File: src/rtl/core/hss_pkg.sv
// Shared types and constants for the heat stencil sweep block.
`default_nettype none

package hss_pkg;

  // Default line buffer depth and output queue depth.
  localparam int LINE_DEPTH_DEF = 1024;
  localparam int FIFO_DEPTH_DEF = 16;

  localparam int DATA_W = 32;

  // Register indexes, taken from paddr[4:2].
  localparam logic [2:0] REG_CENTRE_GAIN    = 3'd0;
  localparam logic [2:0] REG_NEIGHBOUR_GAIN = 3'd1;
  localparam logic [2:0] REG_TIME_STEP      = 3'd2;
  localparam logic [2:0] REG_GRID_WIDTH     = 3'd3;
  localparam logic [2:0] REG_GRID_HEIGHT    = 3'd4;

  // Control that travels with an item through the arithmetic pipeline.
  typedef struct packed {
    logic valid;
    logic emit;
    logic last;
  } hss_ctrl_t;

  // One finished result.
  typedef struct packed {
    logic [DATA_W-1:0] value;
    logic              last;
  } hss_result_t;

endpackage

`default_nettype wire

File: src/rtl/core/hss_out_fifo.sv
// Small output queue that decouples the pipeline from the result receiver.
`default_nettype none

module hss_out_fifo #(
  parameter int DEPTH = hss_pkg::FIFO_DEPTH_DEF
) (
  input  wire logic                 clk,
  input  wire logic                 rst_n,
  input  wire logic                 wr_en,
  input  wire hss_pkg::hss_result_t wr_data,
  input  wire logic                 rd_en,
  output hss_pkg::hss_result_t      rd_data,
  output logic                      not_empty
);

  localparam int AW = (DEPTH > 1) ? $clog2(DEPTH) : 1;
  localparam int CNTW = $clog2(DEPTH + 1);

  hss_pkg::hss_result_t entry_r [DEPTH];
  logic [AW-1:0]   wr_ptr_r, rd_ptr_r;
  logic [CNTW-1:0] count_r;

  always_ff @(posedge clk) begin
    if (wr_en) begin
      entry_r[wr_ptr_r] <= wr_data;
    end
  end

  always_ff @(posedge clk) begin
    if (!rst_n) begin
      wr_ptr_r <= '0;
      rd_ptr_r <= '0;
      count_r  <= '0;
    end else begin
      if (wr_en) begin
        wr_ptr_r <= (wr_ptr_r == AW'(DEPTH - 1)) ? '0 : wr_ptr_r + AW'(1);
      end
      if (rd_en) begin
        rd_ptr_r <= (rd_ptr_r == AW'(DEPTH - 1)) ? '0 : rd_ptr_r + AW'(1);
      end
      count_r <= count_r + CNTW'(wr_en) - CNTW'(rd_en);
    end
  end

  assign rd_data   = entry_r[rd_ptr_r];
  assign not_empty = (count_r != '0);

endmodule

`default_nettype wire

File: config.mk
export PLATFORM = sky130hd
export DESIGN_NAME = hss_out_fifo
export DESIGN_NICKNAME = d
export VERILOG_FILES = /design/src/rtl/core/hss_pkg.sv /design/src/rtl/core/hss_out_fifo.sv
export SDC_FILE = /design/constraint.sdc
export NUM_CORES = 1
export LEC_CHECK = 0
export BUFFER_PORTS_ARGS = -buffer_cell sky130_fd_sc_hd__buf_2
export CAP_MARGIN = 20
export CELL_PAD_IN_SITES_DETAIL_PLACEMENT = 0
export CELL_PAD_IN_SITES_GLOBAL_PLACEMENT = 2
export CORE_UTILIZATION = 50
export DETAILED_ROUTE_END_ITERATION = 8
export GPL_TIMING_DRIVEN = 0
export PLACE_DENSITY_LB_ADDON = 0.1
export SLEW_MARGIN = 40
export SYNTH_ARGS = -nofsm -noshare
export SYNTH_HDL_FRONTEND = slang
export SYNTH_SLANG_ARGS = --single-unit
export TNS_END_PERCENT = 10
File: constraint.sdc
create_clock -name clk -period 2.6 [get_ports clk]
set_clock_uncertainty 0.05 [all_clocks]
set_input_delay 0.52 -clock clk [delete_from_list [all_inputs] [get_ports clk]]
set_output_delay 0.52 -clock clk [all_outputs]
set_load 0.03 [all_outputs]
== Word level (Yosys, flattened, before mapping) ==
Memories as Yosys holds them, arrays and structs flattened. A register that Yosys moved wholly into a read port is not among the register bits.
Cells that the tools add are included.

* Logic and storage cells: 17
* Register bits after elaboration: 13
* Memories: 1
* Bits of input ports: 37
* RAM bits: 528

* Muxes and demuxes: 6
* Equal/unequal tests: 2
* Add/subtract/negate cells: 4
* Reduce and logical (&&, ||, !) cells: 1

{| class="wikitable"
|+ Memories
! memory !! words !! width !! rd ports !! clocked after memory_dff !! wr ports !! line !! text
|-
| entry_r || 16 || 33 || 1 || 1 || 1 || hss_out_fifo.sv:19 || <nowiki>hss_pkg::hss_result_t entry_r [DEPTH];</nowiki>
|}

{| class="wikitable"
|+ Operator list
! cell !! number
|-
| 4-bit 2-to-1 mux || 4
|-
| 4-bit by 1-bit adder with 4-bit output (second input constant) || 2
|-
| 4-bit equality test (second input constant) || 2
|-
| 5-bit by 1-bit adder with 5-bit output || 1
|-
| 5-bit nonzero test || 1
|-
| 5-bit by 1-bit subtractor with 5-bit output || 1
|-
| 1-bit 2-to-1 mux || 2
|}

== Depth between registers and ports, before layout ==
Gate-level depths: netlist of run 1.

* Word-level depth: 4
* Gate-level depth with buffers: 10
* Mapped depth without buffers: 10

== Least setup slack after synthesis of run 1 ==
OpenSTA, ideal clock, no wires.

* Path kind: input -> register
* Start: input port wr_en
* End: memory entry_r[0][0] (netlist name), enable pin
* Library setup time: 0.393 ns
* Setup slack: 0.275 ns
* Stages: 3
* Path buffers: 1
* Arrival time: 1.882 ns
* Data required time: 2.157 ns
* Path through: clkbuf_1 > nor3b_1 > and2_1

* Cells in the longest elaborated chain, start to end: 2

{| class="wikitable"
|+ RTL lines
! item !! line !! text
|-
| start, declared || hss_out_fifo.sv:9 || <nowiki>input wire logic wr_en,</nowiki>
|-
| 1-bit 2-to-1 mux || hss_out_fifo.sv:24 || <nowiki>if (wr_en) begin</nowiki>
|-
| 1-bit 2-to-1 mux (implied by the code) || hss_out_fifo.sv:25 || <nowiki>entry_r[wr_ptr_r] <= wr_data;</nowiki>
|-
| end, declared || hss_out_fifo.sv:19 ||
|}

Every way passes these cells.

==> key figures, run 1 <==
Outcome
  – Outcome: finished with violations
  – Failing checks: negative setup slack

Place
  – Hpwl dp: 26,400 um
  – RePlAce Congestion: 0.699
  – Dpl cells: 1,532
  – Port Buffers: 70

Synthesis
  – Netlist Area Pre-Place: 20,800 um2
  – Area leader, netlist: edfxtp_1
  – Syn avg cell area: 22.8 um2
  – Area contributors post-synth: edfxtp_1 76%, mux4_2 12%, mux4_1 2.4%
  – Synth cell types: 32
  – Share of the synthesized area in the top cell type: 76.2%
  – Cells after synthesis: 914
  – Mapped Nets: 963
  – Yosys warning count: 0
  – Register area share after synthesis: 77.8%
  – Synthesized flop and latch total: 545

Setup path
  – CP top delay family: buffers and inverters
  – CP Cell Sequence: buf_12 -> buf_12 -> buf_12 -> mux4_2 -> a22oi_2 -> nand2_1 -> buf_4
  – Crit. End Element: primary output
  – Required @ worst endpoint: 2.03 ns
  – Crit path DAT: 2.42 ns
  – Worst-path cell with the longest stage delay: mux4_2
  – Worst path max stage delay: 0.53 ns
  – Critical Path Most Common Cell: buf_12
  – Crit start category: register
  – Critical path class: register to primary output
  – WP buf/inv: 4
  – Worst-path maximum fanout: 6
  – R2r setup slk: 0.49 ns

Die
  – Starting Density: 50.8%
  – Die Ht: 206 um
  – Cell Rows: 74
  – Die Footprint: 42,400 um2
  – Core Area: 40,900 um2
  – Die span in x: 206 um
  – # IOs: 71

Clock network
  – Longest Clk Path Bufs: 3
  – Htree depth: 2
  – TritonCTS clock tree: yes
  – CTS root buf: clkbuf_16
  – Num CTS Buffers: 55
  – Clk_lat worst skew: 0.58 ns
  – Clk sink count: 545
  – Clock slew at reported path FFs: 0.06 ns

Cells and area
  – Commonest non-fill, non-tap cell in the layout: edfxtp_1
  – Area grow syn2layout: 18.3%
  – Layout cells sized above 1: 35.5%
  – Non-filler cells, final: 1,643
  – Nets: 1,115
  – Fillers: 2,972
  – Commonest cells after routing, fill and taps aside: 528 x edfxtp_1, 123 x mux4_2, 55 x clkbuf_16

Power
  – P_int: 14,800 uW
  – LEAKAGE: 0.00790 uW
  – Clock share of power: 39.9%
  – Sequential share of power: 52.0%
  – Psw: 4040 uW
  – Sw frac: 21.4%
  – Comb power frac: 8.1%
  – Max VDD drop: 0.588 mV
  – Pwr dens: 766 nW/um2

Timing
  – Fin Hold WS: 0.189 ns
  – Rel. slew slack: 67.7%
  – Crit share post-route: 115%
  – Setup violators final: 33
  – Final setup margin: -0.392 ns
  – Final min period: 2.99 ns
  – Final Hold Viols: 0
  – Unrepaired setup endpoints after global routing: true
  – Worst slew pin tran: 0.484 ns
  – Fmax: 334 MHz
  – Fin. max-slew vios: 0

Detailed routing
  – Number of routed nets with antenna violations: 0
  – Drt initial violations: 645
  – Via-to-Cell Ratio: 5.84
  – DR vias: 9,591
  – Post-DR wirelength/cell: 27.4 um
  – Total routed wirelength: 45,100 um
  – DR pass1 iterations: 5
  – Remaining DRCs: 0

GRT
  – First-pass GRT wire length: 66,700 um
  – Initial antenna violation count: 1
  – GRT Util Overall: 22.4%
  – Vias in the first global route: 10,141
  – Pin count of the biggest net entering global routing: 26
  – Total grt overflow: 0

Job
  – Max-Cap Viols: 0

Hold path
  – Hold/Removal Path Class: primary input to register
-- area by class of cell --
cell class                      count  area [um2]  area share, %
Inverter                           10        37.5          0.153
Multi-Input combinational cell    312        4430           18.0
Timing Repair Buffer               95        1050           4.26
Sequential cell                   545       16200           65.8
Antenna cell                        1        2.50         0.0102
Tap cell                          532         666           2.71
Clock inverter                     39         314           1.28
Clock buffer                       62        1400           5.70
Buffer                             47         507           2.06
-- cell usage after synthesis --
| library cell | instances |
|---|---|
| edfxtp_1 | 528 |
| mux4_2 | 113 |
| a22oi_1 | 66 |
| nand2_1 | 38 |
| and2_1 | 24 |
| clkbuf_1 | 23 |
| mux4_1 | 19 |
| dfxtp_1 | 17 |
| buf_2 | 12 |
| ha_1 | 11 |
| inv_1 | 10 |
| buf_12 | 6 |
| nand3_1 | 5 |
| nor2b_1 | 5 |
| o21ai_0 | 5 |
| a21oi_1 | 4 |
| mux2i_1 | 3 |
| nor2_1 | 3 |
| xnor2_1 | 3 |
| and3_1 | 2 |
| and3b_1 | 2 |
| buf_1 | 2 |
| buf_6 | 2 |
| buf_8 | 2 |
| nand2b_1 | 2 |
| a21boi_1 | 1 |
| a21o_1 | 1 |
| fa_1 | 1 |
| nand4_1 | 1 |
| nor3_1 | 1 |
| nor3b_1 | 1 |
| xor2_1 | 1 |
-- logic make-up after synthesis --
| kind of cell | synth area share, % |
|---|---|
| flops | 77.8 |
| mux | 14.8 |
| simple gates | 2.03 |
| compound gates | 2.67 |
| buf+inv | 1.75 |
| fa+ha+maj | 0.758 |
| xor+xnor | 0.168 |
-- state kept, by name (all words and copies together) (netlist names), named ones only --
name      flops
rd_ptr_r      4
entry_r     528
count_r       5
wr_ptr_r      4
-- path summary, 6_finish.rpt --
path,from,to,cells past startpoint
worst max register to register,count_r[0],count_r[4],10
worst min register to register,wr_ptr_r[0],wr_ptr_r[3],2
worst max-delay path,register,rd_data[1],7
worst min-delay path,rst_n,count_r[2],2
-- through the flow --
stage | utilization, % | TNS [ns] | worst slack, ns | instance area (um2) | power [uW]
CTS | 60.1 | -12.51 | -0.453 | 24600 | 19000
detailed placement | 54.2 | -6.64 | -0.396 | 22200 | 11300
finish | 60.1 | -10.73 | -0.392 | 24600 | 18900
floorplan | - | 0 | 0.275 | 20800 | 10900
global route | 60.1 | -13.95 | -0.463 | 24600 | 19500
global placement | 53.3 | -475.90 | -1.04 | 21800 | 11300
-- power groups by stage --
stage	combinational (uW)	sequential, uW	clock (uW)
floorplan	890	9970	0
global placement	1310	9980	0
detailed placement	1350	9980	0
CTS	1560	9790	7670
global route	1660	9800	8000
finish	1530	9790	7530
-- metal layers --
metal	vias up	GRT usage, %	wire, um
met2	281	36.7	22400
li1	4177	-	-
met4	0	6.17	905
met3	65	3.67	2340
met5	-	0	0
met1	5068	31.2	19500
-- what timing repair did --
action,4_1_cts,5_1_grt
setup endpoints to repair,33,33
gates cloned,4,0
pin swaps,33,2
resized for setup,177,4
buffers inserted,5,0
hold buffers,0,0
Power figures use the tool's default switching activity.
==> inputs of run 2 (changes only) <==
- SETUP_SLACK_MARGIN: not set -> 0.5
==> run 2 against run 1 <==
Net effect:
- the flow still finishes with violations (negative setup slack)
- combinational power is 3% lower
- non-clock buffer count is 2 lower
- setup slack worse by 0.0099 ns
- critical path depth stayed put
- fmax is 0.33% lower
- register-to-register slack better by 0.12 ns
- critical endpoint is now rd_data[20]
- worst hold slack worse by 0.011 ns
- wire length is 0.66% higher
- largest power group unchanged
- first-iteration DRC count is 20% higher
- core utilization is 0.46 points lower
- sequential cell count stayed put
- clock-buffer cell count is 1 higher
==> key figures, run 2 (synthesis results as in run 1) <==
GRT
  – Total grt overflow: 0 (unchanged)
  – Pin count of the biggest net entering global routing: 34 (+31%)
  – Initial antenna violation count: 2 (+1)
  – Vias in the first global route: 9,811 (-3.3%)
  – First-pass GRT wire length: 65,600 um (-1.7%)
  – GRT Util Overall: 22.1% (-0.28 points)

Die
  – Starting Density: 50.8% (unchanged)
  – Die Footprint: 42,400 um2 (unchanged)
  – Die span in x: 206 um (unchanged)
  – Core Area: 40,900 um2 (unchanged)
  – # IOs: 71 (unchanged)
  – Die Ht: 206 um (unchanged)
  – Cell Rows: 74 (unchanged)

Timing
  – Unrepaired setup endpoints after global routing: true
  – Final min period: 3.00 ns (+0.00989 ns)
  – Setup violators final: 33 (unchanged)
  – Worst slew pin tran: 0.676 ns (+0.192 ns)
  – Crit share post-route: 115% (+0.38 points)
  – Final Hold Viols: 0 (unchanged)
  – Fin. max-slew vios: 0 (unchanged)
  – Fmax: 333 MHz (-0.33%)
  – Final setup margin: -0.402 ns (-0.00989 ns)
  – Rel. slew slack: 54.9% (-13 points)

Clock network
  – Num CTS Buffers: 56 (+1.8%)
  – TritonCTS clock tree: yes
  – Htree depth: 2 (unchanged)
  – CTS root buf: clkbuf_16
  – Clock slew at reported path FFs: 0.06 ns (about the same)
  – Longest Clk Path Bufs: 3 (unchanged)
  – Clk_lat worst skew: 0.58 ns (about the same)
  – Clk sink count: 545 (unchanged)

Setup path
  – Critical Path Most Common Cell: buf_12
  – Worst-path cell with the longest stage delay: mux4_2
  – CP top delay family: buffers and inverters
  – Worst-path maximum fanout: 8 (+2)
  – Critical path class: register to primary output
  – Crit start category: register
  – Crit. End Element: primary output
  – Reg2reg path depth: 2 (-8)
  – Worst path max stage delay: 0.51 ns (-0.02 ns)
  – WP buf/inv: 4 (unchanged)
  – Crit path DAT: 2.43 ns (about the same)
  – CP Cell Sequence: buf_12 -> buf_12 -> buf_16 -> mux4_2 -> a22oi_2 -> nand2_1 -> buf_6
  – CP Depth: 7 (unchanged)
  – Required @ worst endpoint: 2.03 ns (about the same)

Cells and area
  – Area grow syn2layout: 17.4%
  – Max reg flops: 528 (unchanged)
  – Commonest non-fill, non-tap cell in the layout: edfxtp_1
  – Top flop regs: entry_r x528, count_r x5
  – Sequential Area: 16,200 um2 (about the same)
  – Layout cells sized above 1: 36.6% (+1.1 points)
  – Nets: 1,114 (-0.090%)
  – Fillers: 3,003 (+1.0%)
  – ANT cells: 0 (-1)
  – Commonest cells after routing, fill and taps aside: 528 x edfxtp_1, 126 x mux4_2, 66 x buf_2
  – Reg with most FFs: entry_r
  – Multi-input logic area: 4450 um2 (+0.51%)
  – Non-filler cells, final: 1,640 (-0.18%)

Outcome
  – Failing checks: negative setup slack
  – Outcome: finished with violations

Place
  – Hpwl dp: 25,900 um (-1.7%)
  – Port Buffers: 70 (unchanged)
  – Dpl cells: 1,530 (-0.13%)
  – RePlAce Congestion: 0.684 (-2.2%)

Detailed routing
  – DR vias: 9,729 (+1.4%)
  – Via-to-Cell Ratio: 5.93 (+1.6%)
  – DR pass1 iterations: 5 (unchanged)
  – Total routed wirelength: 45,400 um (+0.66%)
  – Drt initial violations: 772 (+20%)
  – Post-DR wirelength/cell: 27.7 um (+0.84%)
  – Number of routed nets with antenna violations: 0 (unchanged)
  – Remaining DRCs: 0 (unchanged)

Power
  – Max VDD drop: 0.677 mV (+15%)
  – Power consumption: 18,700 uW (-0.91%)
  – Pwr dens: 765 nW/um2 (-0.13%)
  – LEAKAGE: 0.00783 uW (-0.91%)

Job
  – Max-Cap Viols: 0 (unchanged)

Hold path
  – Hold/Removal Path Class: primary input to register
  – WHS Path Cells: 2 (unchanged)
-- run 2: layout make-up --
cell class	count	share of cell area, %
tap	532	2.73
buffer	47	2.12
inverter	10	0.154
multi-input combinational	312	18.2
clock inverter	38	0.969
clock buffer	63	5.93
timing repair buffer	93	3.52
sequential	545	66.3
-- run 2: what timing repair did --
action / in CTS / in global routing
hold buffers: 0 / 0
pin swaps: 5 / 7
setup endpoints to repair: 34 / 34
cloned: 0 / 7
gates resized for setup: 74 / 77
setup buffers: 2 / 0
-- run 2: worst paths after layout --
check,start,endpoint,slack [ns]
setup reg to reg,wr_ptr_r[2],entry_r[0][18],0.61
setup / recovery,register,rd_data[20],-0.40
hold reg to reg,wr_ptr_r[3],wr_ptr_r[3],0.48
hold / removal,rst_n,count_r[2],0.18
-- run 2: report_power, final --
part           internal, uW  switching (uW)  total, uW
logic                   664             818       1480
registers              9750            42.0       9790
clock network          4170            3230       7400
-- run 2: per-layer routing --
metal	up-vias	GRT usage [%]	share of wire [%]
li1	4166	-	-
met5	-	0	0.051
met2	247	34.2	48
met1	5242	32.9	45
met4	4	6.30	2.0
met3	70	3.31	4.6
-- run 2: metrics by stage --
step	TNS (ns)	util, %	setup WS [ns]	cell area, um2	hold slack, ns
floorplan	0	-	0.276	20800	0.441
global placement	-412.15	53.3	-0.959	21800	0.469
detailed placement	-6.70	54.1	-0.406	22100	0.472
CTS	-14.29	58.7	-0.500	24000	0.153
global route	-13.65	59.7	-0.446	24400	0.181
finish	-10.80	59.7	-0.402	24400	0.178
