### config.mk
export PLATFORM = sky130hd
export DESIGN_NAME = hss_tap_cell
export DESIGN_NICKNAME = d
export VERILOG_FILES = /design/src/rtl/core/hss_pkg.sv /design/src/rtl/core/hss_tap_cell.sv
export SDC_FILE = /design/constraint.sdc
export NUM_CORES = 1
export LEC_CHECK = 0
export BUFFER_PORTS_ARGS = -buffer_cell sky130_fd_sc_hd__buf_2
export CORE_MARGIN = 3
export CORE_UTILIZATION = 43
export CTS_CLUSTER_SIZE = 24
export DETAILED_ROUTE_END_ITERATION = 7
export PLACE_DENSITY_LB_ADDON = 0.05
export SLEW_MARGIN = 20
export SYNTH_ARGS = -nofsm -noshare
export SYNTH_HDL_FRONTEND = slang
export SYNTH_SLANG_ARGS = --single-unit
### constraint.sdc
create_clock -name clk -period 1 [get_ports clk]
set_input_delay 0.2 -clock clk [delete_from_list [all_inputs] [get_ports clk]]
set_output_delay 0.2 -clock clk [all_outputs]
set_load 0.01 [all_outputs]
### src/rtl/core/hss_pkg.sv
// Shared types and constants for the heat stencil sweep block.
`default_nettype none

package hss_pkg;

  // Default line buffer depth and output queue depth.
  localparam int LINE_DEPTH_DEF = 1024;
  localparam int FIFO_DEPTH_DEF = 16;

  localparam int DATA_W = 32;

  // Register indexes, taken from paddr[4:2].
  localparam logic [2:0] REG_CENTRE_GAIN    = 3'd0;
  localparam logic [2:0] REG_NEIGHBOUR_GAIN = 3'd1;
  localparam logic [2:0] REG_TIME_STEP      = 3'd2;
  localparam logic [2:0] REG_GRID_WIDTH     = 3'd3;
  localparam logic [2:0] REG_GRID_HEIGHT    = 3'd4;

  // Control that travels with an item through the arithmetic pipeline.
  typedef struct packed {
    logic valid;
    logic emit;
    logic last;
  } hss_ctrl_t;

  // One finished result.
  typedef struct packed {
    logic [DATA_W-1:0] value;
    logic              last;
  } hss_result_t;

endpackage

`default_nettype wire

### src/rtl/core/hss_tap_cell.sv
// One cell of the stencil window: a tap that takes its neighbor's value on each shift.
`default_nettype none

module hss_tap_cell (
  input  wire logic                      clk,
  input  wire logic                      rst_n,
  input  wire logic                      shift_en,
  input  wire logic [hss_pkg::DATA_W-1:0] tap_in,
  output logic      [hss_pkg::DATA_W-1:0] tap_out
);

  logic [hss_pkg::DATA_W-1:0] tap_r;

  always_ff @(posedge clk) begin
    if (!rst_n) begin
      tap_r <= '0;
    end else if (shift_en) begin
      tap_r <= tap_in;
    end
  end

  assign tap_out = tap_r;

endmodule

`default_nettype wire

== Word-level counts from Yosys, hierarchy flattened ==
Cells that the tools add are included.
W data, S select, Z words.

* Flip-flop bits (word level): 32
* Input bits: 35
* Output and inout port bits: 32
* Logic and storage cells: 1

== Longest topological paths before layout ==
Gate-level depths: netlist of run 1.

* Depth after elaboration: 0
* Gate-level depth with buffers: 4
* Gate-level depth less buffers: 2

== Worst setup path before layout of run 1 ==
No wires, ideal clock.

* Kind: input to register
* From: input port shift_en
* To: register tap_r (netlist bit tap_out[0])
* Setup time: 0.116 ns
* Data arrival time: 0.672 ns
* Data required time: 0.884 ns
* Setup slack: 0.212 ns
* Stages: 4
* Path buffers: 2
* Cell sequence: buf_6 -> buf_12 -> mux2i_1 -> nor2b_1

{| class="wikitable"
|+ RTL lines
! what !! line !! text
|-
| start, declared || hss_tap_cell.sv:7 || <nowiki>input wire logic shift_en,</nowiki>
|-
| end signal, assigned || hss_tap_cell.sv:18 || <nowiki>tap_r <= tap_in;</nowiki>
|-
| end, declared || hss_tap_cell.sv:12 || <nowiki>logic [hss_pkg::DATA_W-1:0] tap_r;</nowiki>
|}

== Worst setup path after layout of run 1 ==
* From: register tap_r (netlist bit tap_out[15])
* To: output port tap_out[15] (netlist bit)

{| class="wikitable"
|+ RTL lines
! what !! line !! text
|-
| end, declared || hss_tap_cell.sv:9 || <nowiki>output logic [hss_pkg::DATA_W-1:0] tap_out</nowiki>
|}

No word-level cell between the ends.

==> results of run 1 <==
-- Yosys cell counts --
library cell,count
buf_12,3
nor2b_1,32
clkbuf_1,3
mux2i_1,32
dfxtp_1,32
buf_6,1
-- area by class of cell --
| cell class | count | area [um^2] |
|---|---|---|
| clock buffers | 7 | 65.1 |
| multi-input cells | 64 | 520 |
| fillers | 208 | 723 |
| repair buffers | 70 | 586 |
| flip-flops and latches | 32 | 681 |
| well taps | 30 | 37.5 |
-- tightest hold or removal path, cell delays in order --
cell and delay, ps:
buf_2 70, mux2i_1 60, nor2b_1 90
-- through the flow --
step	worst slack, ps	TNS (ps)	std cells	utilization, %
after CTS	0.995	0	201	63.3
after global placement	116	0	194	60.1
after detailed placement	47.0	0	194	60.1
final	30.7	0	203	72.3
after global routing	-24.9	-309	203	72.3
after floorplan	212	0	103	-
-- metal layers --
| layer | vias to the layer above | track usage [%] | part of all wire [%] |
|---|---|---|---|
| li1 | 478 | - | - |
| met5 | - | 0 | 0 |
| met2 | 32 | 26.1 | 55 |
| met3 | 2 | 5.83 | 6.7 |
| met4 | 0 | 5.70 | 0.55 |
| met1 | 420 | 15.5 | 38 |
-- repair_timing --
item,CTS,global route
endpoints found under the hold margin,0,0
buffers inserted,0,2
setup endpoints to repair,16,32
gates resized for setup,16,48
hold buffers,0,0
-- report_power, final --
part	internal [mW]	switching (mW)
Combinational	0.292	0.177
Clock	0.399	0.394
Sequential	1.37	0.0532
-- worst min path at each step --
stage | start | endpoint | slack, ps | cells after the start
final | tap_in[31] | tap_out[31]$_SDFFE_PN0P_ | 140 | 3
after global routing | tap_in[31] | tap_out[31]$_SDFFE_PN0P_ | 110 | 3
after CTS | tap_in[31] | tap_out[31]$_SDFFE_PN0P_ | 120 | 3
after detailed placement | tap_in[22] | tap_out[22]$_SDFFE_PN0P_ | 470 | 3
after global placement | tap_in[2] | tap_out[2]$_SDFFE_PN0P_ | 460 | 3
after floorplan | rst_n | tap_out[29]$_SDFFE_PN0P_ | 330 | 1
-- logic make-up (layout without fill, tap and decap cells) --
family	count (synthesis)	in the layout	synth area share (%)
multiplexers	32	32	25.8
buffers and inverters	7	77	6.64
AND/OR/NAND/NOR	32	32	16.1
flip-flops	32	32	51.5
==> metrics.md, run 1 <==
| Metric | Value |
|---|---|
| Status | `completed` |
| Most frequent cells in the layout | `34 x buf_2, 32 x mux2i_1, 32 x nor2b_1, 32 x buf_6, 32 x dfxtp_2` |
| H-tree lvl count | `2` |
| Final min period | `969 ps` |
| Yosys top cell by area | `dfxtp_1` |
| WHS | `138 ps` |
| Initial DRC count | `23` |
| Max frequency | `1030 MHz` |
| Post-Syn Area | `0.00124 mm^2` |
| Clock Path Buffers | `2` |
| Worst path bufs/invs | `1` |
| WS Path Type | `register to primary output` |
| Clock skew | `0 ps` |
| Layout cells sized above 1 | `63.0%` |
| Root Driver | `clkbuf_4` |
| Commonest non-fill, non-tap cell in the layout | `buf_2` |
| Worst rel slew slack | `70.8%` |
| Yosys warning count | `0` |
| Die Y | `59.8 um` |
| Worst min path class | `input port to register` |
| Area Overhead vs Synth | `51.9%` |
| Worst EP arrival | `770 ps` |
| Mapped Avg Cell Area | `12.1 um^2` |
| Vias | `932` |
| TritonCTS Buffers | `5` |
| First-pass GRT wire length | `3.81 mm` |
| Clock Pin Slew Worst Setup and Hold Paths | `90 ps` |
| DIE WIDTH | `59.8 um` |
| RR Startpoint | `tap_out[14]$_SDFFE_PN0P_` |
| Power Dens Cells | `1420 mW/mm^2` |
| Slew @ Worst Pin | `438 ps` |
| Synth Register Bits | `32` |
| Synthesized netlist cell count | `103` |
| Setup slack, reg-to-reg | `210 ps` |
| Worst path max stage delay | `340 ps` |
| Largest net degree at the start of global routing | `33` |
| Top cells by area, synth | `dfxtp_1 52%, mux2i_1 26%, nor2b_1 16%, buf_12 4.8%, buf_6 0.91%` |
| Max-slew violations | `0` |
| Routed Antenna Nets | `0` |
| Setup violations, final | `0` |
| Hpwl dp | `1.76 mm` |
| Routed wire per std cell | `13.5 um` |
| Gpl congestion | `0.642` |
| Worst-path cell chain | `buf_6` |
| Initial Utilization | `47.6%` |
| Synth cell types | `6` |
| Final Cycle Share | `96.9%` |
| Final hold violations | `0` |
| Leak pwr | `0.916 nW` |
| Yosys top cell area share | `51.5%` |
| Max_cap viols | `0` |
| Drt total wl | `2.75 mm` |
| Residual DRC | `0` |
| Critical path's slowest cell | `dfxtp_2` |
| Via density per instance | `4.59` |
| Clk_lat worst skew | `310 ps` |
| Total clock sinks | `32` |
| Dpl cell area | `0.00157 mm^2` |
| Critical path depth in cells | `1` |
| Crit Reg-Reg Endpoint | `tap_out[14]$_SDFFE_PN0P_` |
| Power Total | `2.68 mW` |
| Core ar. | `0.00261 mm^2` |
| Delay-heaviest family, CP | `flip-flops` |
| Grt total ovfl | `0` |
| Maximum fanout along the worst path | `2` |
| Post-Syn Nets | `138` |
| Startpoint types | `register` |
| Vias in the first global route | `883` |
| Die area | `0.00357 mm^2` |
| CTS tree | `yes` |
| Boundary pin count | `67` |
| N_diodes | `0` |
| GRT Overall Usage | `14.7%` |
| Nets | `208` |
| Crit end category | `primary output` |
| Seq/Total Area, Yosys | `51.5%` |
| CP startpoint | `tap_out[15]$_SDFFE_PN0P_` |
| Rows | `18` |
| Reg2reg path depth | `3` |
| End of the critical path | `tap_out[15]` |
| Design area | `0.00189 mm^2` |
| Worst Path Required | `800 ps` |
| Initial antenna violation count | `0` |
| Max reg flops | `32` |
| RSZ-0062 raised after global routing | `true` |
| Port Buffer Count | `66` |
| DR pass1 iterations | `2` |
| Worst VDD drop | `0.00109 V` |
Note: power is estimated with default switching activity, not from simulation.
==> run 2, diff against run 1 <==
==> constraint.sdc (replaced) <==
create_clock -name clk -period 0.9 [get_ports clk]
set_input_delay 0.18 -clock clk [delete_from_list [all_inputs] [get_ports clk]]
set_output_delay 0.18 -clock clk [all_outputs]
set_load 0.01 [all_outputs]
==> metrics.md, run 2 (synthesized netlist as in run 1, its figures left out) <==
| Metric | Value |
|---|---|
| Status | `finished with violations (was completed)` |
| Failing checks | `setup timing` |
| Worst-path cell chain | `buf_6 (unchanged)` |
| Fillers | `194 (was 208)` |
| Power Total | `2.95 mW (was 2.68 mW)` |
| Vias | `952 (was 932)` |
| Max reg flops | `32 (unchanged)` |
| Leak pwr | `0.948 nW (was 0.916 nW)` |
| Hpwl dp | `1.80 mm (was 1.76 mm)` |
| Drt total wl | `2.66 mm (was 2.75 mm)` |
| Initial antenna violation count | `0 (unchanged)` |
| Clock Path Buffers | `2 (unchanged)` |
| H-tree lvl count | `2 (unchanged)` |
| Crit end category | `primary output (unchanged)` |
| TritonCTS Buffers | `5 (unchanged)` |
| Rows | `18 (unchanged)` |
| First-pass GRT wire length | `4.26 mm (was 3.81 mm)` |
| WS Path Type | `register to primary output (unchanged)` |
| TNS Setup | `-1510 ps (was 0 ps)` |
| Worst EP arrival | `780 ps (was 770 ps)` |
| Gpl congestion | `0.645 (was 0.642)` |
| Routed Antenna Nets | `0 (unchanged)` |
| Initial Utilization | `47.6% (unchanged)` |
| GRT Overall Usage | `16.1% (was 14.7%)` |
| Startpoint types | `register (unchanged)` |
| N_diodes | `0 (unchanged)` |
| Clk_lat worst skew | `320 ps (was 310 ps)` |
| Max_cap viols | `0 (unchanged)` |
| Power Dens Cells | `1520 mW/mm^2 (was 1420 mW/mm^2)` |
| Area Overhead vs Synth | `56.3% (was 51.9%)` |
| Worst rel slew slack | `86.8% (was 70.8%)` |
| DR pass1 iterations | `4 (was 2)` |
| RSZ-0062 raised after global routing | `true (unchanged)` |
| Vias in the first global route | `1,023 (was 883)` |
| Max frequency | `1040 MHz` |
| CTS tree | `yes (unchanged)` |
| Via density per instance | `4.53 (was 4.59)` |
| Final Worst Setup Slack | `-62.3 ps (was 30.7 ps)` |
| Worst path bufs/invs | `1 (unchanged)` |
| Worst VDD drop | `0.00137 V (was 0.00109 V)` |
| Boundary pin count | `67 (unchanged)` |
| Clock skew | `0 ps (unchanged)` |
| Nets | `214 (was 208)` |
| Residual DRC | `0 (unchanged)` |
| Die area | `0.00357 mm^2 (unchanged)` |
| Commonest non-fill, non-tap cell in the layout | `buf_2 (unchanged)` |
| DIE WIDTH | `59.8 um (unchanged)` |
| Clock Pin Slew Worst Setup and Hold Paths | `90 ps (about the same)` |
| Total clock sinks | `32 (unchanged)` |
| Core ar. | `0.00261 mm^2 (unchanged)` |
| Final min period | `962 ps` |
| Fin util | `74.4% (was 72.3%)` |
| Critical path's slowest cell | `dfxtp_2 (unchanged)` |
| Initial DRC count | `20 (was 23)` |
| Max-slew violations | `0 (unchanged)` |
| Root Driver | `clkbuf_4 (unchanged)` |
| Grt total ovfl | `0 (unchanged)` |
| Die Y | `59.8 um (unchanged)` |
| Maximum fanout along the worst path | `2 (unchanged)` |
| Final Cycle Share | `107%` |
| Port Buffer Count | `66 (unchanged)` |
| Most frequent cells in the layout | `34 x buf_2, 33 x buf_6, 32 x mux2i_1, 32 x nor2b_1, 32 x dfxtp_2 (was 34 x buf_2, 32 x mux2i_1, 32 x nor2b_1, 32 x buf_6, 32 x dfxtp_2)` |
| Setup violations, final | `32 (was 0)` |
| Worst path max stage delay | `350 ps (was 340 ps)` |
| Delay-heaviest family, CP | `flip-flops (unchanged)` |
| Worst min path class | `input port to register (unchanged)` |
| Final hold violations | `0 (unchanged)` |
| Routed wire per std cell | `12.6 um (was 13.5 um)` |
| Layout cells sized above 1 | `63.3% (was 63.0%)` |
| Slew @ Worst Pin | `192 ps (was 438 ps)` |
| Worst Path Required | `720 ps (was 800 ps)` |
| Largest net degree at the start of global routing | `33 (unchanged)` |
==> run 2: final cells by class <==
| cell class | instances | area [um^2] | share of cell area (%) |
|---|---|---|---|
| clock buffers | 8 | 58.8 | 3.02 |
| multi-input cells | 64 | 520 | 26.8 |
| flip-flops and latches | 32 | 681 | 35.0 |
| well taps | 30 | 37.5 | 1.93 |
| repair buffers | 76 | 647 | 33.3 |
==> run 2: path summary, 6_finish.rpt <==
kind / cells past startpoint / slack, ps / to / start
setup reg to reg: 4 / 50 / tap_out[3]$_SDFFE_PN0P_ / tap_out[3]$_SDFFE_PN0P_
hold reg to reg: 2 / 530 / tap_out[27]$_SDFFE_PN0P_ / tap_out[27]$_SDFFE_PN0P_
hold / removal: 3 / 110 / tap_out[15]$_SDFFE_PN0P_ / tap_in[15]
setup / recovery: 1 / -60 / tap_out[9] / tap_out[9]$_SDFFE_PN0P_
==> run 2: timing repair <==
action                                  in CTS  in global routing
endpoints found under the setup margin      32                 32
resized for setup                           64                  1
hold endpoints to repair                     0                  0
hold buffers                                 0                  0
buffers inserted                             5                  2
==> run 2: report_power, final <==
group | total (mW) | leakage [nW] | switching (mW) | internal (mW)
clock network | 0.828 | 0.0326 | 0.443 | 0.385
registers | 1.57 | 0.275 | 0.0571 | 1.52
logic | 0.550 | 0.640 | 0.200 | 0.350
total | 2.95 | 0.948 | 0.700 | 2.25
==> run 2: stage by stage <==
step	hold WS, ps	cell area, um^2	worst slack, ps	cells
detailed placement	446	1590	-31.2	195
global placement	436	1590	35.9	195
global route	106	1940	-100	210
finish	107	1940	-62.3	210
CTS	96.1	1930	-75.1	208
floorplan	308	1240	132	103
==> run 2: metal layers <==
metal	GRT usage, %	vias up	routed length (um)
met5	0	-	0
met4	8.54	0	60
met3	4.75	7	197
met2	29.0	37	1410
met1	16.6	419	985
li1	-	489	-
==> run 3, diff against run 2 <==
==> constraint.sdc (replaced) <==
create_clock -name clk -period 0.92 [get_ports clk]
set_input_delay 0.184 -clock clk [delete_from_list [all_inputs] [get_ports clk]]
set_output_delay 0.184 -clock clk [all_outputs]
set_load 0.01 [all_outputs]
==> metrics.md, run 3 (synthesized netlist as in run 1, its figures left out) <==
| Metric | Value |
|---|---|
| Worst EP arrival | `780 ps (about the same)` |
| GRT Overall Usage | `16.1% (unchanged)` |
| Routed wire per std cell | `12.8 um (was 12.6 um)` |
| Root Driver | `clkbuf_4 (unchanged)` |
| Clock Path Buffers | `2 (unchanged)` |
| Vias in the first global route | `1,023 (unchanged)` |
| Boundary pin count | `67 (unchanged)` |
| Vias | `960 (was 952)` |
| Worst VDD drop | `0.00130 V (was 0.00137 V)` |
| Non-Filler Instances | `210 (unchanged)` |
| Fillers | `193 (was 194)` |
| Final hold violations | `0 (unchanged)` |
| Max_cap viols | `0 (unchanged)` |
| Power Total | `2.89 mW (was 2.95 mW)` |
| Worst path bufs/invs | `1 (unchanged)` |
| Setup violations, final | `32 (unchanged)` |
| Design area | `0.00194 mm^2 (about the same)` |
| Placed cell count | `195 (unchanged)` |
| Failing checks | `setup timing (unchanged)` |
| Dpl cell area | `0.00159 mm^2 (unchanged)` |
| Slew @ Worst Pin | `202 ps (was 192 ps)` |
| Clock Pin Slew Worst Setup and Hold Paths | `90 ps (about the same)` |
| Fin util | `74.3% (was 74.4%)` |
| Worst path max stage delay | `340 ps (was 350 ps)` |
| Power Dens Cells | `1490 mW/mm^2 (was 1520 mW/mm^2)` |
| Gr busiest metal | `met2 (unchanged)` |
| Nets | `214 (unchanged)` |
| Startpoint types | `register (unchanged)` |
| Port Buffer Count | `66 (unchanged)` |
| Delay-heaviest family, CP | `flip-flops (unchanged)` |
| Worst min path class | `input port to register (unchanged)` |
| Residual DRC | `0 (unchanged)` |
| Register area | `681 um^2 (unchanged)` |
| Pre-CTS setup slack | `-15.2 ps (was -31.2 ps)` |
| Layout cells sized above 1 | `63.3% (unchanged)` |
| Leak pwr | `0.947 nW (was 0.948 nW)` |
| Worst-path cell chain | `buf_6 (unchanged)` |
| Critical path's slowest cell | `dfxtp_2 (unchanged)` |
| WHS | `110 ps (was 107 ps)` |
| Crit end category | `primary output (unchanged)` |
| Clock skew | `0 ps (unchanged)` |
| Commonest non-fill, non-tap cell in the layout | `buf_2 (unchanged)` |
| Drt total wl | `2.70 mm (was 2.66 mm)` |
| Largest net degree at the start of global routing | `33 (unchanged)` |
| Routed Antenna Nets | `0 (unchanged)` |
| Grt total ovfl | `0 (unchanged)` |
| RSZ-0062 raised after global routing | `true (unchanged)` |
| Max-slew violations | `0 (unchanged)` |
| Total clock sinks | `32 (unchanged)` |
| Final min period | `964 ps` |
| Met3 Usage GRT | `4.75% (unchanged)` |
| Die Y | `59.8 um (unchanged)` |
| N_diodes | `0 (unchanged)` |
| Status | `finished with violations (unchanged)` |
| Worst rel slew slack | `86.1% (was 86.8%)` |
| Initial antenna violation count | `0 (unchanged)` |
| Worst Path Required | `740 ps (was 720 ps)` |
| Reg2reg path depth | `4 (unchanged)` |
| Final Cycle Share | `105%` |
| Core ar. | `0.00261 mm^2 (unchanged)` |
| Most frequent cells in the layout | `34 x buf_2, 32 x mux2i_1, 32 x nor2b_1, 32 x buf_6, 32 x dfxtp_2 (was 34 x buf_2, 33 x buf_6, 32 x mux2i_1, 32 x nor2b_1, 32 x dfxtp_2)` |
| Gpl congestion | `0.645 (unchanged)` |
| TNS Setup | `-1040 ps (was -1510 ps)` |
| DR pass1 iterations | `4 (unchanged)` |
| Via density per instance | `4.57 (was 4.53)` |
| Rows | `18 (unchanged)` |
| WS Path Type | `register to primary output (unchanged)` |
| Hpwl dp | `1.80 mm (unchanged)` |
| First-pass GRT wire length | `4.26 mm (unchanged)` |
| Routing usage on met2 | `29.0% (unchanged)` |
| DIE WIDTH | `59.8 um (unchanged)` |
| Initial DRC count | `14 (was 20)` |
| CTS tree | `yes (unchanged)` |
| Multi-input logic area | `520 um^2 (unchanged)` |
| Cts hold-fix bufs | `0 (unchanged)` |
| Max frequency | `1040 MHz` |
| Final Worst Setup Slack | `-43.7 ps (was -62.3 ps)` |
| Initial Utilization | `47.6% (unchanged)` |
| Max reg flops | `32 (unchanged)` |
| H-tree lvl count | `2 (unchanged)` |
| Worst Hold Depth | `3 (unchanged)` |
| Maximum fanout along the worst path | `2 (unchanged)` |
| TritonCTS Buffers | `5 (unchanged)` |
| Die area | `0.00357 mm^2 (unchanged)` |
| Critical path depth in cells | `1 (unchanged)` |
| Clk_lat worst skew | `320 ps (about the same)` |
| GR Util met1 | `16.6% (unchanged)` |
| Area Overhead vs Synth | `56.0% (was 56.3%)` |
## run 3: layout make-up
class,count,share of cell area (%)
Clock buffer,8,3.03
Multi-Input combinational cell,64,26.8
Sequential cell,32,35.1
Tap cell,30,1.93
Timing Repair Buffer,76,33.1
## run 3: routing by layer
metal | vias up | share of wire, %
met1 | 424 | 37
met4 | 0 | 2.3
met5 | - | 0
li1 | 490 | -
met3 | 8 | 7.5
met2 | 38 | 53
## run 3: path summary, 6_finish.rpt
| path | startpoint | end | slack, ps |
|---|---|---|---|
| worst max-delay path | tap_out[9]$_SDFFE_PN0P_ | tap_out[9] | -40 |
| worst min-delay path | tap_in[15] | tap_out[15]$_SDFFE_PN0P_ | 110 |
| worst max register to register | tap_out[3]$_SDFFE_PN0P_ | tap_out[3]$_SDFFE_PN0P_ | 50 |
| worst min register to register | tap_out[27]$_SDFFE_PN0P_ | tap_out[27]$_SDFFE_PN0P_ | 530 |
## run 3: timing repair
action / 4_1_cts / 5_1_grt
hold endpoints to repair: 0 / 0
setup buffers: 5 / 2
resized for setup: 64 / 0
setup endpoints to repair: 32 / 32
## run 3: worst min-delay path: cells and delay by family
| kind | cells | cell delay (ps) |
|---|---|---|
| buffers and inverters | 1 | 70 |
| AND/OR/NAND/NOR | 1 | 90 |
| multiplexers | 1 | 50 |
## run 3: where the power goes
part	switching (mW)	internal, mW	total, mW
combinational	0.196	0.341	0.537
sequential	0.0559	1.48	1.54
clock	0.437	0.377	0.813
total	0.689	2.20	2.89
